**config.mk**
```make
export PLATFORM = sky130hd
export DESIGN_NAME = scaled_integer_to_decimal_text_unit
export DESIGN_NICKNAME = d
export VERILOG_FILES = /design/src/sitdt_pkg.sv /design/src/sitdt_bcd_conv.sv /design/src/scaled_integer_to_decimal_text_unit.sv
export SDC_FILE = /design/constraint.sdc
export NUM_CORES = 1
export LEC_CHECK = 0
export BUFFER_PORTS_ARGS = -buffer_cell sky130_fd_sc_hd__buf_2
export CORE_ASPECT_RATIO = 0.9
export CORE_MARGIN = 1.5
export CORE_UTILIZATION = 60
export CTS_BUF_LIST = sky130_fd_sc_hd__clkbuf_8 sky130_fd_sc_hd__clkbuf_16
export DETAILED_ROUTE_END_ITERATION = 10
export MAX_ROUTING_LAYER = met4
export PLACE_DENSITY = 0.75
export SYNTH_ARGS = -nofsm -noshare
export SYNTH_HDL_FRONTEND = slang
export SYNTH_SLANG_ARGS = --single-unit
export TNS_END_PERCENT = 20
```
**constraint.sdc**
```tcl
create_clock -name i_clk -period 11.01 [get_ports i_clk]
set_input_delay 1.101 -clock i_clk [delete_from_list [all_inputs] [get_ports i_clk]]
set_output_delay 1.101 -clock i_clk [all_outputs]
set_load 0.01 [all_outputs]
```
**src/sitdt_pkg.sv**
```systemverilog
// Package for the scaled integer to decimal text unit.
// Sequencer states, character codes and shared types; no dependencies.
package sitdt_pkg;

    localparam int          MAX_SUFFIX = 4;
    localparam int          MAX_FRAC   = 9;
    localparam int          NUM_DIGITS = 10;
    localparam logic [7:0]  CH_ZERO    = 8'h30;
    localparam logic [7:0]  CH_MINUS   = 8'h2D;
    localparam logic [7:0]  CH_POINT   = 8'h2E;

    typedef logic [NUM_DIGITS-1:0][3:0] t_digits;

    typedef enum logic [2:0] {
        CFG_SCALE  = 3'd0,
        CFG_FRAC   = 3'd1,
        CFG_SFX    = 3'd2,
        CFG_SFXLEN = 3'd3,
        CFG_CAP    = 3'd4
    } t_cfg_idx;

    typedef enum logic [3:0] {
        ST_IDLE,
        ST_DIV1,
        ST_MUL,
        ST_DIV2,
        ST_FIX,
        ST_CONV,
        ST_CHECK,
        ST_EMIT,
        ST_FAIL
    } t_state;

    typedef struct packed {
        logic load;
        logic step;
    } t_conv_ctl;

endpackage

```
**src/sitdt_bcd_conv.sv**
```systemverilog
// Bit-serial binary to BCD converter (shift and add three).
// Depends on sitdt_pkg.
module sitdt_bcd_conv (
    input  logic               i_clk,
    input  sitdt_pkg::t_conv_ctl i_ctl,
    input  logic [31:0]        i_value,
    output sitdt_pkg::t_digits o_digits
);
    import sitdt_pkg::*;

    logic [31:0] r_bin;
    t_digits     r_bcd;
    t_digits     adj;

    always_comb begin
        for (int i = 0; i < NUM_DIGITS; i++) begin
            adj[i] = (r_bcd[i] >= 4'd5) ? r_bcd[i] + 4'd3 : r_bcd[i];
        end
    end

    always_ff @(posedge i_clk) begin
        if (i_ctl.load) begin
            r_bin <= i_value;
            r_bcd <= '0;
        end else if (i_ctl.step) begin
            // top digit never exceeds 4, so its msb drops out safely
            r_bcd <= {adj[NUM_DIGITS-1][2:0], adj[NUM_DIGITS-2:0], r_bin[31]};
            r_bin <= {r_bin[30:0], 1'b0};
        end
    end

    assign o_digits = r_bcd;
endmodule

```
**src/scaled_integer_to_decimal_text_unit.sv**
```systemverilog
// Top level of the scaled integer to decimal text unit.
// Depends on sitdt_pkg and sitdt_bcd_conv.
//
//  channel   | ports                                  | handshake
//  ----------+----------------------------------------+-------------------------
//  request   | i_raw_value                            | i_start while !o_busy
//  result    | o_character, o_last, o_failed          | o_strobe, one cycle each
//  config    | i_cfg_idx, i_cfg_data                  | i_cfg_we, no wait
//
// A request runs a 32-step bit-serial divide for the whole part, then
// fraction_digits multiply-by-ten steps, a 64-step divide for the rounded
// fraction and a 32-step BCD conversion, then one character per cycle.
// Bad configuration goes from idle straight to the fail state.
// Reset (synchronous, active low) restores the register defaults and idles.
// The receiver cannot stall; results stream out one per cycle.
module scaled_integer_to_decimal_text_unit (
    input  logic        i_clk,
    input  logic        i_rst_n,
    input  logic        i_start,
    output logic        o_busy,
    input  logic signed [31:0] i_raw_value,
    input  logic        i_cfg_we,
    input  logic [2:0]  i_cfg_idx,
    input  logic [31:0] i_cfg_data,
    output logic        o_strobe,
    output logic [7:0]  o_character,
    output logic        o_last,
    output logic        o_failed
);
    import sitdt_pkg::*;

    // configuration registers
    logic [31:0] r_scale;
    logic [3:0]  r_fdig;
    logic [31:0] r_sfx;
    logic [2:0]  r_sfxlen;
    logic [6:0]  r_cap;

    t_state      r_state, n_state;

    logic        r_neg;
    logic [63:0] r_dvd;
    logic [31:0] r_rem;
    logic [6:0]  r_cnt;
    logic [31:0] r_whole;
    logic [63:0] r_prod;
    logic [31:0] r_fs;
    logic [3:0]  r_nd;
    logic [4:0]  r_len;
    logic [4:0]  r_pos;

    logic        r_strobe;
    logic [7:0]  r_char;
    logic        r_last;
    logic        r_failed;

    t_conv_ctl   conv_ctl;
    t_digits     wd, fd;
    logic [31:0] conv_whole, conv_frac;

    logic        accept, cfg_bad;
    logic [31:0] mag;
    logic [32:0] dv_try;
    logic        dv_ge;
    logic [31:0] dv_rem_n;
    logic [63:0] dv_dvd_n;
    logic        carry;

    // length check and emission
    logic [3:0]  nd;
    logic [2:0]  slen;
    logic [4:0]  tlen;
    logic [4:0]  w_end, p_end, f_end, idx;
    logic [7:0]  ch;
    logic        is_last;

    assign accept  = i_start && (r_state == ST_IDLE);
    assign o_busy  = (r_state != ST_IDLE);
    assign cfg_bad = (r_scale == 32'd0) || (r_fdig > 4'(MAX_FRAC)) || (r_cap == 7'd0);
    assign mag     = i_raw_value[31] ? 32'(-i_raw_value) : i_raw_value;

    // one restoring divide step, shared by both divisions
    assign dv_try   = {r_rem, r_dvd[63]};
    assign dv_ge    = dv_try >= {1'b0, r_scale};
    assign dv_rem_n = dv_ge ? 32'(dv_try - {1'b0, r_scale}) : dv_try[31:0];
    assign dv_dvd_n = {r_dvd[62:0], dv_ge};

    // rounded fraction reaching a full unit carries into the whole part
    assign carry      = (r_dvd[31:0] == r_fs);
    assign conv_whole = carry ? r_whole + 32'd1 : r_whole;
    assign conv_frac  = carry ? 32'd0 : r_dvd[31:0];

    sitdt_bcd_conv u_whole_conv (
        .i_clk    (i_clk),
        .i_ctl    (conv_ctl),
        .i_value  (conv_whole),
        .o_digits (wd)
    );

    sitdt_bcd_conv u_frac_conv (
        .i_clk    (i_clk),
        .i_ctl    (conv_ctl),
        .i_value  (conv_frac),
        .o_digits (fd)
    );

    // count of whole digits and effective suffix length
    always_comb begin
        logic stop;
        logic [2:0] lim;
        nd = 4'd1;
        for (int i = 1; i < NUM_DIGITS; i++) begin
            if (wd[i] != 4'd0) nd = 4'(i + 1);
        end
        lim  = (r_sfxlen > 3'(MAX_SUFFIX)) ? 3'(MAX_SUFFIX) : r_sfxlen;
        slen = lim;
        stop = 1'b0;
        for (int i = 0; i < MAX_SUFFIX; i++) begin
            if (!stop && (3'(i) < lim) && (r_sfx[8*i +: 8] == 8'd0)) begin
                slen = 3'(i);
                stop = 1'b1;
            end
        end
        tlen = 5'(r_neg) + 5'(nd) + ((r_fdig != 4'd0) ? 5'(r_fdig) + 5'd1 : 5'd0)
             + 5'(slen);
    end

    // character at the current text position
    always_comb begin
        w_end   = 5'(r_neg) + 5'(r_nd);
        p_end   = w_end + ((r_fdig != 4'd0) ? 5'd1 : 5'd0);
        f_end   = p_end + 5'(r_fdig);
        idx     = 5'd0;
        is_last = (r_pos == r_len - 5'd1);
        if (r_pos < 5'(r_neg)) begin
            ch = CH_MINUS;
        end else if (r_pos < w_end) begin
            idx = w_end - 5'd1 - r_pos;
            ch  = CH_ZERO | {4'd0, wd[idx[3:0]]};
        end else if (r_pos < p_end) begin
            ch = CH_POINT;
        end else if (r_pos < f_end) begin
            idx = f_end - 5'd1 - r_pos;
            ch  = CH_ZERO | {4'd0, fd[idx[3:0]]};
        end else begin
            idx = r_pos - f_end;
            ch  = r_sfx[8*idx[1:0] +: 8];
        end
    end

    // next state and converter control
    always_comb begin
        n_state       = r_state;
        conv_ctl.load = 1'b0;
        conv_ctl.step = 1'b0;
        case (r_state)
            ST_IDLE:  if (accept) n_state = cfg_bad ? ST_FAIL : ST_DIV1;
            ST_DIV1:  if (r_cnt == 7'd1) n_state = ST_MUL;
            ST_MUL:   if (r_cnt == 7'd0) n_state = ST_DIV2;
            ST_DIV2:  if (r_cnt == 7'd1) n_state = ST_FIX;
            ST_FIX: begin
                conv_ctl.load = 1'b1;
                n_state       = ST_CONV;
            end
            ST_CONV: begin
                conv_ctl.step = 1'b1;
                if (r_cnt == 7'd1) n_state = ST_CHECK;
            end
            ST_CHECK: n_state = ({2'd0, tlen} >= r_cap) ? ST_FAIL : ST_EMIT;
            ST_EMIT:  if (is_last) n_state = ST_IDLE;
            ST_FAIL:  n_state = ST_IDLE;
            default:  n_state = ST_IDLE;
        endcase
    end

    always_ff @(posedge i_clk) begin
        if (!i_rst_n) begin
            r_state <= ST_IDLE;
        end else begin
            r_state <= n_state;
        end
    end

    // configuration port
    always_ff @(posedge i_clk) begin
        if (!i_rst_n) begin
            r_scale  <= 32'd1;
            r_fdig   <= 4'd0;
            r_sfx    <= 32'd0;
            r_sfxlen <= 3'd0;
            r_cap    <= 7'd64;
        end else if (i_cfg_we) begin
            case (i_cfg_idx)
                CFG_SCALE:  r_scale  <= i_cfg_data;
                CFG_FRAC:   r_fdig   <= i_cfg_data[3:0];
                CFG_SFX:    r_sfx    <= i_cfg_data;
                CFG_SFXLEN: r_sfxlen <= i_cfg_data[2:0];
                CFG_CAP:    r_cap    <= i_cfg_data[6:0];
                default: ;
            endcase
        end
    end

    // datapath
    always_ff @(posedge i_clk) begin
        case (r_state)
            ST_IDLE: begin
                if (accept) begin
                    r_neg <= i_raw_value[31];
                    r_dvd <= {mag, 32'd0};
                    r_rem <= 32'd0;
                    r_cnt <= 7'd32;
                end
            end
            ST_DIV1: begin
                r_dvd <= dv_dvd_n;
                r_rem <= dv_rem_n;
                if (r_cnt == 7'd1) begin
                    r_whole <= dv_dvd_n[31:0];
                    r_prod  <= {32'd0, dv_rem_n};
                    r_fs    <= 32'd1;
                    r_cnt   <= {3'd0, r_fdig};
                end else begin
                    r_cnt <= r_cnt - 7'd1;
                end
            end
            ST_MUL: begin
                if (r_cnt == 7'd0) begin
                    r_dvd <= r_prod + {33'd0, r_scale[31:1]};
                    r_rem <= 32'd0;
                    r_cnt <= 7'd64;
                end else begin
                    r_prod <= {r_prod[60:0], 3'd0} + {r_prod[62:0], 1'b0};
                    r_fs   <= {r_fs[28:0], 3'd0} + {r_fs[30:0], 1'b0};
                    r_cnt  <= r_cnt - 7'd1;
                end
            end
            ST_DIV2: begin
                r_dvd <= dv_dvd_n;
                r_rem <= dv_rem_n;
                r_cnt <= r_cnt - 7'd1;
            end
            ST_FIX:   r_cnt <= 7'd32;
            ST_CONV:  r_cnt <= r_cnt - 7'd1;
            ST_CHECK: begin
                r_nd   <= nd;
                r_len  <= tlen;
                r_pos  <= 5'd0;
            end
            ST_EMIT:  r_pos <= r_pos + 5'd1;
            default: ;
        endcase
    end

    // result register: one strobe per character or one failure
    always_ff @(posedge i_clk) begin
        if (!i_rst_n) begin
            r_strobe <= 1'b0;
        end else begin
            r_strobe <= (r_state == ST_EMIT) || (r_state == ST_FAIL);
        end
    end

    always_ff @(posedge i_clk) begin
        if (r_state == ST_FAIL) begin
            r_char   <= 8'd0;
            r_last   <= 1'b1;
            r_failed <= 1'b1;
        end else begin
            r_char   <= ch;
            r_last   <= is_last;
            r_failed <= 1'b0;
        end
    end

    assign o_strobe    = r_strobe;
    assign o_character = r_char;
    assign o_last      = r_last;
    assign o_failed    = r_failed;
endmodule
```
Word level (Yosys, flattened, before mapping) --
Index checks and enable logic that the tools add are counted.
Storage, ports and cells: register bits 483, input port bits 71, output and inout port bits 12
Cells by class: $add $sub $neg 41, order comparisons 34, eq/ne operators 22, shift-type cells 1, muxes and demuxes 84, reductions and logical operators 54
Operators with widths (count):
- two-way mux 32 bit | 12
- two-way mux 64 bit | 4
- case mux 64 bit (3 select lines) | 1
- two-way mux 4 bit | 33
- case mux 64 bit (2 select lines) | 1
- case mux 32 bit (3 select lines) | 1
- >= comparator 4 x 3 -> 1 bit, second input constant | 20
- adder 4 x 2 -> 4 bit, second input constant | 18
- adder 64 x 31 -> 64 bit | 1
- adder 64 bit | 1
- case mux 32 bit (2 select lines) | 1
- nonzero test 4 bit | 11
- case mux 7 bit (5 select lines) | 1
- >= comparator 33 x 32 -> 1 bit | 1
- adder 32 x 1 -> 32 bit, second input constant | 1
- adder 32 bit | 1
- binary-select mux 4 bit (select 4 bit) | 2
- equality test 32 bit | 1
- logical NOT 32 bit | 1
- logical NOT 8 bit | 4
- negator 32 bit | 1
- case mux 4 bit (8 select lines) | 1
- variable part select 32 x 6 -> 8 bit | 1
- subtractor 32 bit | 1
- 52 further kinds | 116

Longest topological paths before layout --
Gate-level depths: netlist (run 1).
word-level depth 21, depth in mapped cells 20, gate-level depth less buffers 20

Hierarchy --
From an unflattened synthesis (run 1), not the netlist that was laid out.
Second synthesis, totals: cells, all modules 3707, area total of the unflattened synthesis 33972.6 µm²
By module, submodules not included:
- scaled_integer_to_decimal_text_unit | instances 1, cells each 2965, area each 26412.8 µm², seq. area each 9248.9 µm²
- sitdt_bcd_conv | instances 2, cells each 371, area each 3779.9 µm², seq. area each 1761.7 µm²

Least setup slack after synthesis (run 1) --
No wires, ideal clock.
path type input port to flip-flop, start point input port i_start, end point register r_dvd[0], enable pin, library setup time 0.668 ns, arrival time 7.742 ns, data required time 10.342 ns, path slack 2.600 ns, stages on the path 2, path buffers 0, path through o21ai_0 > nor3_1
Between the ends: cells in the longest elaborated chain, start to end 3
Ends and longest elaborated chain:
- start: declaration | line scaled_integer_to_decimal_text_unit.sv:19 | input logic i_start,
- logical AND 1 bit | line scaled_integer_to_decimal_text_unit.sv:77 | assign accept = i_start && (r_state == ST_IDLE);
- inequality test 2 bit (no line)
- AND reduction 3 bit (no line)
- end signal: assignment | line scaled_integer_to_decimal_text_unit.sv:210 | r_dvd <= {mag, 32'd0};
- end signal: assignment | line scaled_integer_to_decimal_text_unit.sv:216 | r_dvd <= dv_dvd_n;
- end signal: assignment | line scaled_integer_to_decimal_text_unit.sv:229 | r_dvd <= r_prod + {33'd0, r_scale[31:1]};
- end: declaration | line scaled_integer_to_decimal_text_unit.sv:42 | logic [63:0] r_dvd;
No other way between the ends. A chain may end at the register's enable or synchronous reset.

Worst setup path in the final report (run 1) --
start point register u_whole_conv.r_bcd (netlist bit u_whole_conv.o_digits[12]), end point register r_state[0]
Between the ends: cells in the longest elaborated chain, start to end 14
Ends and longest elaborated chain:
- start: declaration | line sitdt_bcd_conv.sv:12 | t_digits r_bcd;
- start signal: assignment | line sitdt_bcd_conv.sv:27 | r_bcd <= {adj[NUM_DIGITS-1][2:0], adj[NUM_DIGITS-2:0], r_bin[31]};
- nonzero test 4 bit | line scaled_integer_to_decimal_text_unit.sv:113 | if (wd[i] != 4'd0) nd = 4'(i + 1);
- two-way mux 3 bit (2 in a row) | line scaled_integer_to_decimal_text_unit.sv:113
- two-way mux 4 bit (5 in a row) | line scaled_integer_to_decimal_text_unit.sv:113
- via nd[0] | line scaled_integer_to_decimal_text_unit.sv:70 | logic [3:0] nd;
- adder 1 x 4 -> 5 bit | line scaled_integer_to_decimal_text_unit.sv:124 | tlen = 5'(r_neg) + 5'(nd) + ((r_fdig != 4'd0) ? 5'(r_fdig) + 5'd1 : 5'd0)
- adder 5 bit | line scaled_integer_to_decimal_text_unit.sv:124
- adder 5 x 3 -> 5 bit | line scaled_integer_to_decimal_text_unit.sv:125 | + 5'(slen);
- via tlen[1] | line scaled_integer_to_decimal_text_unit.sv:72 | logic [4:0] tlen;
- >= comparator 5 x 7 -> 1 bit | line scaled_integer_to_decimal_text_unit.sv:169 | ST_CHECK: n_state = ({2'd0, tlen} >= r_cap) ? ST_FAIL : ST_EMIT;
- two-way mux 4 bit | line scaled_integer_to_decimal_text_unit.sv:169
- case mux 4 bit (8 select lines) | line scaled_integer_to_decimal_text_unit.sv:156 | case (r_state)
- end signal: assignment | line scaled_integer_to_decimal_text_unit.sv:180 | r_state <= n_state;
- end: declaration | line scaled_integer_to_decimal_text_unit.sv:39 | t_state r_state, n_state;
The timed path passes the listed nets, and every way through them passes these cells.

==> results of run 1 <==
-- where the power goes --
part           total [W]  switching, W  internal (W)
clock network    0.00188      0.000751       0.00113
registers        0.00306      0.000458       0.00261
logic            0.00473       0.00293       0.00181
-- layout by cell type (no fill, tap or decap), types with 56 or more instances in the layout --
master,count
a21o_1,102
a21boi_0,73
nand2_1,529
inv_1,173
o21ai_0,276
edfxtp_1,310
nand4_1,56
xnor2_1,159
dfxtp_1,173
xor2_1,137
nor2_1,272
nand3_1,111
ha_1,238
a21oi_1,324
nand2b_1,56
mux2i_1,62
buf_2,82
nor3_1,71
-- area by class of cell --
cell class / count / area, um2 / area share (%)
inverter: 169 / 636.9 / 1.754
timing repair buffer: 101 / 553.0 / 1.523
clock buffer: 64 / 1500 / 4.131
sequential: 483 / 12770 / 35.17
antenna: 1 / 2.502 / 0.006891
multi-input combinational: 2974 / 19560 / 53.87
clock inverter: 30 / 340.3 / 0.9372
tap: 756 / 945.9 / 2.605
-- through the flow --
| stage | area (um2) | std cells |
|---|---|---|
| 6_report | 36310 | 4578 |
| 5_1_grt | 36310 | 4578 |
| 3_5_place_dp | 34470 | 4483 |
| 3_3_place_gp | 34470 | 4483 |
| 4_1_cts | 36310 | 4577 |
| 2_1_floorplan | 33610 | 3800 |
-- critical path, cell delays in order (launching register included) --
cell	delay, ps
dfxtp_1	370
inv_1	80
ha_1	200
nand2_1	100
a31o_2	230
a31oi_1	150
o21ai_0	100
a21oi_1	410
fa_1	510
ha_1	250
fa_1	470
ha_1	300
a21o_1	150
a21o_1	170
a21o_1	190
a21oi_1	180
nor3_1	120
o31a_1	240
o21ai_0	130
and2_1	140
-- cell families after synthesis --
family / after synthesis / synth area share [%]
and+or+nand+nor: 1294 / 17.76
AOI/OAI and AO/OA: 1046 / 19.53
DFF: 483 / 38.00
buffers and inverters: 343 / 3.927
xor gates and xnor gates: 296 / 7.714
adders and majority gates: 249 / 9.515
muxes: 89 / 3.555
-- metal layers --
layer | track usage, % | routed length [um]
met5 | - | 0
met2 | 44.77 | 37590
met3 | 7.306 | 8658
met1 | 46.56 | 41490
met4 | 8.460 | 2348
-- path summary, 6_finish.rpt --
| path | to | cells after the start |
|---|---|---|
| worst max-delay path | r_state[0] | 19 |
| worst max register to register | r_state[0] | 19 |
| worst min-delay path | u_frac_conv.o_digits[39] | 2 |
| worst min register to register | u_frac_conv.o_digits[39] | 2 |
-- registers in the layout (all words and copies together) (netlist names), 5 cells and up --
signal                 flops
u_whole_conv.r_bin        32
r_sfx                     32
r_whole                   32
u_frac_conv.o_digits      40
u_frac_conv.r_bin         32
r_scale                   32
o_character                8
r_rem                     32
r_fs                      32
r_cap                      7
r_dvd                     64
u_whole_conv.o_digits     40
r_prod                    64
r_len                      5
r_cnt                      7
r_pos                      5
==> metrics, run 1 <==
number of optimization iterations in the first detailed-route pass 5; sort of element at the end of the critical path flip-flop; wire length of the first global-routing pass 142.2 mm; Util after Layout 65.42%; most numerous cell in the Yosys netlist nand2_1; required time at the endpoint of the critical path 11560 ps; remaining global-route overflow 0; leakage power of the design 14.07 nW; top area cells in the synthesized netlist edfxtp_1 28%, dfxtp_1 10%, ha_1 8.9%; Gate Count Post-Synth 3800; number of endpoints failing setup at the final stage 0; die span in y 227.5 um; source of the critical timing path u_whole_conv.o_digits[12]; number of buffers inserted during clock tree synthesis 51; number of vias in the routed layout 28230; initial antenna violation count 1; number of buffers inserted to repair setup after CTS 0; maximum buffer depth of the clock tree 3; weighted congestion reported at the end of routability-driven placement 0.9667; Std-Cell Core Area 55510 um2; Crit Reg-Reg Startpoint u_whole_conv.o_digits[12]; H-Tree Level Count 2; Startpoint Class flip-flop; total routed wirelength 90.09 mm; unrepaired setup endpoints after global routing no; area fraction of the dominant cell type after synthesis 27.70%; Post-synth EDFFs 310; setup total negative slack 0 ps; max-capacitance violation count 0; count of antenna-violating nets left after detailed routing 0; drt drc 0; maximum number of pins on one net before global-route repair 95; pre-CTS setup slack 6549 ps; vias in the first global route 25760; final worst hold slack 479.6 ps; worst relative slew slack 8.138%; # resized after CTS 0; count of different cell masters after synthesis 99; placement row count 82; Post-synth top flop edfxtp_1; clock skew 29.21 ps; cell type with the largest total area after synthesis edfxtp_1; Hold Vio Cnt, Final 0; I/O pin count 83; transition time at the pin with the least slew margin 1370 ps; Slew Viols, Final 0; kind of path behind the tightest hold check flip-flop to flip-flop; Commonest cells post-synth 531 x nand2_1, 324 x a21oi_1, 310 x edfxtp_1, 276 x o21ai_0, 274 x nor2_1; Async S/R FF share, synth 0%; mean area per synthesized cell 8.845 um2; floorplan die area 57450 um2; clock tree from TritonCTS done; die outline width 252.5 um; Final Cycle Share 41.32%; layout net count 4100; number of filler cells placed in the layout 4562; CTS clock-pin slew for the worst setup and hold paths 60 ps; placed wire-length estimate after detailed placement 65.92 mm; peak clock frequency supported by timing 0.2198 GHz; status finished, final reports clean; count of routing violations after the opening detailed-route iteration 2813; category of the most critical setup path flip-flop to flip-flop; hold path startpoint u_frac_conv.o_digits[39]; Min Clock Period, post-route 4549 ps; effective utilization at floorplan 60.55%; gr usage total 32.09%; P&R area growth vs syn 8.045%; maximum ir drop on the vdd rail 0.2683 mV; cell at the root of the clock tree clkbuf_16; power density over cell area 266.3 nW/um2; total power consumption of the routed design 0.009672 W; sequential element share of the synthesized area 38.00%; latest clock arrival within the worst-skew pair 620 ps; post-detailed-route via-to-cell ratio 6.167; ratio of cells with drive above 1 in the final layout 6.909%; Critical Path Fanout Max 6; warning count from the yosys run 0; post-layout worst setup margin 6461 ps; Synthesized Nets 4120; port bufs 82; sinks on the clock net 483; internal reg-to-reg setup slack 6460 ps; post-synth design cell area 33610 um2; Worst EP arrival 5100 ps; average wire per standard cell 19.68 um; Yosys reg bits 483; quantity of hold-fixing buffers added after cts 0
Note: power is estimated with default switching activity, not from simulation.
==> run 2: changes to the inputs <==
Settings changed: CORE_UTILIZATION 60 to 58, PLACE_DENSITY 0.75 to 0.76.
Clock period 11.01 ns to 3.89 ns, I/O delays scaled along.
==> metrics, run 2 (same netlist as run 1, synthesis figures left out) <==
Reg2Reg Capture Point r_state[0]; clock tree from TritonCTS done; area of all placed cells without fillers 37460 um2; gr usage total 30.42%; kind of path behind the tightest hold check input pin to flip-flop; port bufs 82; sort of element at the end of the critical path flip-flop; status finished, violations left; sinks on the clock net 483; floorplan die area 59400 um2; Placement Cell Area 35540 um2; die outline width 256.7 um; post-layout worst setup margin -114.5 ps; remaining global-route overflow 0; clock skew 38.97 ps; number of buffers inserted during clock tree synthesis 52; depth of the most critical reg-to-reg path 20; source of the critical timing path u_whole_conv.o_digits[4]; Startpoint Class flip-flop; CTS clock-pin slew for the worst setup and hold paths 60 ps; Slew Viols, Final 0; worst relative slew slack 14.83%; Std-Cell Core Area 57120 um2; capture point of the worst path r_state[0]; number of optimization iterations in the first detailed-route pass 5; Hold Vio Cnt, Final 0; number of vias in the routed layout 28700; count of antenna-violating nets left after detailed routing 0; final worst hold slack 35.17 ps; count of routing violations after the opening detailed-route iteration 3089; quantity of hold-fixing buffers added after cts 0; power density over cell area 748.5 nW/um2; wire length of the first global-routing pass 141.5 mm; Final Cycle Share 102.9%; drt drc 0; H-Tree Level Count 2; total routed wirelength 90.08 mm; internal reg-to-reg setup slack -110 ps; die span in y 231.4 um; Min Clock Period, post-route 4005 ps; unrepaired setup endpoints after global routing yes; category of the most critical setup path flip-flop to flip-flop; ratio of cells with drive above 1 in the final layout 10.61%; cell at the root of the clock tree clkbuf_16; placement row count 83; number of filler cells placed in the layout 4711; weighted congestion reported at the end of routability-driven placement 0.9644; I/O pin count 83; P&R area growth vs syn 11.45%; placed wire-length estimate after detailed placement 66.53 mm; violations in the final reports setup timing; max-capacitance violation count 0; Crit Reg-Reg Startpoint u_whole_conv.o_digits[4]; most common cell after layout, fill and taps aside nand2_1; pre-CTS setup slack -400.7 ps; maximum number of pins on one net before global-route repair 90; initial antenna violation count 1; maximum ir drop on the vdd rail 0.7445 mV; post-detailed-route via-to-cell ratio 6.085; most used cells in the layout excluding fill and tap cells 527 x nand2_1, 322 x a21oi_1, 310 x edfxtp_1, 271 x nor2_1, 270 x o21ai_0; Worst EP arrival 4570 ps; required time at the endpoint of the critical path 4450 ps; number of endpoints failing setup at the final stage 3; latest clock arrival within the worst-skew pair 630 ps; leakage power of the design 14.72 nW; transition time at the pin with the least slew margin 1274 ps; setup total negative slack -202.5 ps; largest registers r_dvd x64, r_prod x64; peak clock frequency supported by timing 0.2497 GHz; effective utilization at floorplan 58.84%; layout net count 4225; vias in the first global route 26240; Critical Path Fanout Max 4; maximum buffer depth of the clock tree 3; average wire per standard cell 19.10 um
==> run 2: cell types whose count changed in the layout (fill, tap and decap cells not counted), moves of 5 or more <==
cell / delta
clkinv_2: +6
o21ai_0: -6
clkbuf_8: -7
o21ai_1: +5
buf_4: +114
buf_12: +9
inv_2: +5
==> run 2: worst max-delay path: stages, from the launching register on <==
cell     delay (ps)
dfxtp_2         320
inv_2            70
ha_4            160
nand2_4          60
a31o_4          240
a31oi_2         150
o21ai_1          80
a21oi_1         140
buf_4           160
fa_1            400
ha_2            200
fa_1            450
ha_1            290
a21o_1          160
a21o_1          170
a21o_1          180
a21oi_2         170
nor3_4           70
o31a_1          240
o21ai_1         110
and2_1          140
==> run 2: report_power, final <==
group / switching (W) / leakage [nW] / internal [W]
Combinational: 0.00854 / 9.44 / 0.00575
Sequential: 0.00119 / 4.37 / 0.00737
Clock: 0.00220 / 0.909 / 0.00299
Total: 0.0119 / 14.7 / 0.0161
==> run 2: per-layer routing <==
metal  up-vias  track usage, %  wire length, um
met1     13570           42.94            40660
met2      1051           45.12            39190
met3       152           4.757             7607
met4         0           9.099             2632
met5         -               -                0
li1      13920               -                -
==> run 2: worst min-delay path by stage <==
| stage | from | endpoint | cells after the start |
|---|---|---|---|
| 4_1_cts | i_cfg_data[23] | r_sfx[23] | 3 |
| 3_5_place_dp | u_frac_conv.o_digits[39] | u_frac_conv.o_digits[39] | 2 |
| 6_report | i_cfg_data[23] | r_sfx[23] | 3 |
| 2_1_floorplan | u_frac_conv.o_digits[39] | u_frac_conv.o_digits[39] | 2 |
| 3_3_place_gp | u_frac_conv.o_digits[39] | u_frac_conv.o_digits[39] | 2 |
| 5_1_grt | i_cfg_data[30] | r_sfx[30] | 3 |
==> run 2: per-stage QoR <==
step / std cells / power (W) / util [%]
final: 4716 / 0.02804 / 65.58
after floorplan: 3800 / 0.01840 / -
after global placement: 4616 / 0.02233 / 62.23
after global routing: 4715 / 0.02987 / 65.58
after CTS: 4714 / 0.02782 / 65.51
after detailed placement: 4616 / 0.02249 / 62.23
==> run 2: cell type report <==
| type | count | area, um2 | share of cell area [%] |
|---|---|---|---|
| tap | 765 | 957.2 | 2.555 |
| clock inverter | 40 | 372.9 | 0.9954 |
| timing repair buffer | 225 | 1600 | 4.272 |
| sequential | 483 | 12770 | 34.10 |
| multi-input combinational | 2974 | 19680 | 52.54 |
| inverter | 169 | 638.1 | 1.703 |
| antenna | 2 | 5.005 | 0.01336 |
| clock buffer | 58 | 1429 | 3.814 |
==> run 2: what timing repair did <==
action | CTS | global route
hold endpoints to repair | 0 | 0
endpoints found under the setup margin | 7 | 9
resized for setup | 25 | 10
pin swaps | 5 | 5
gates cloned | 0 | 0
setup buffers | 0 | 0
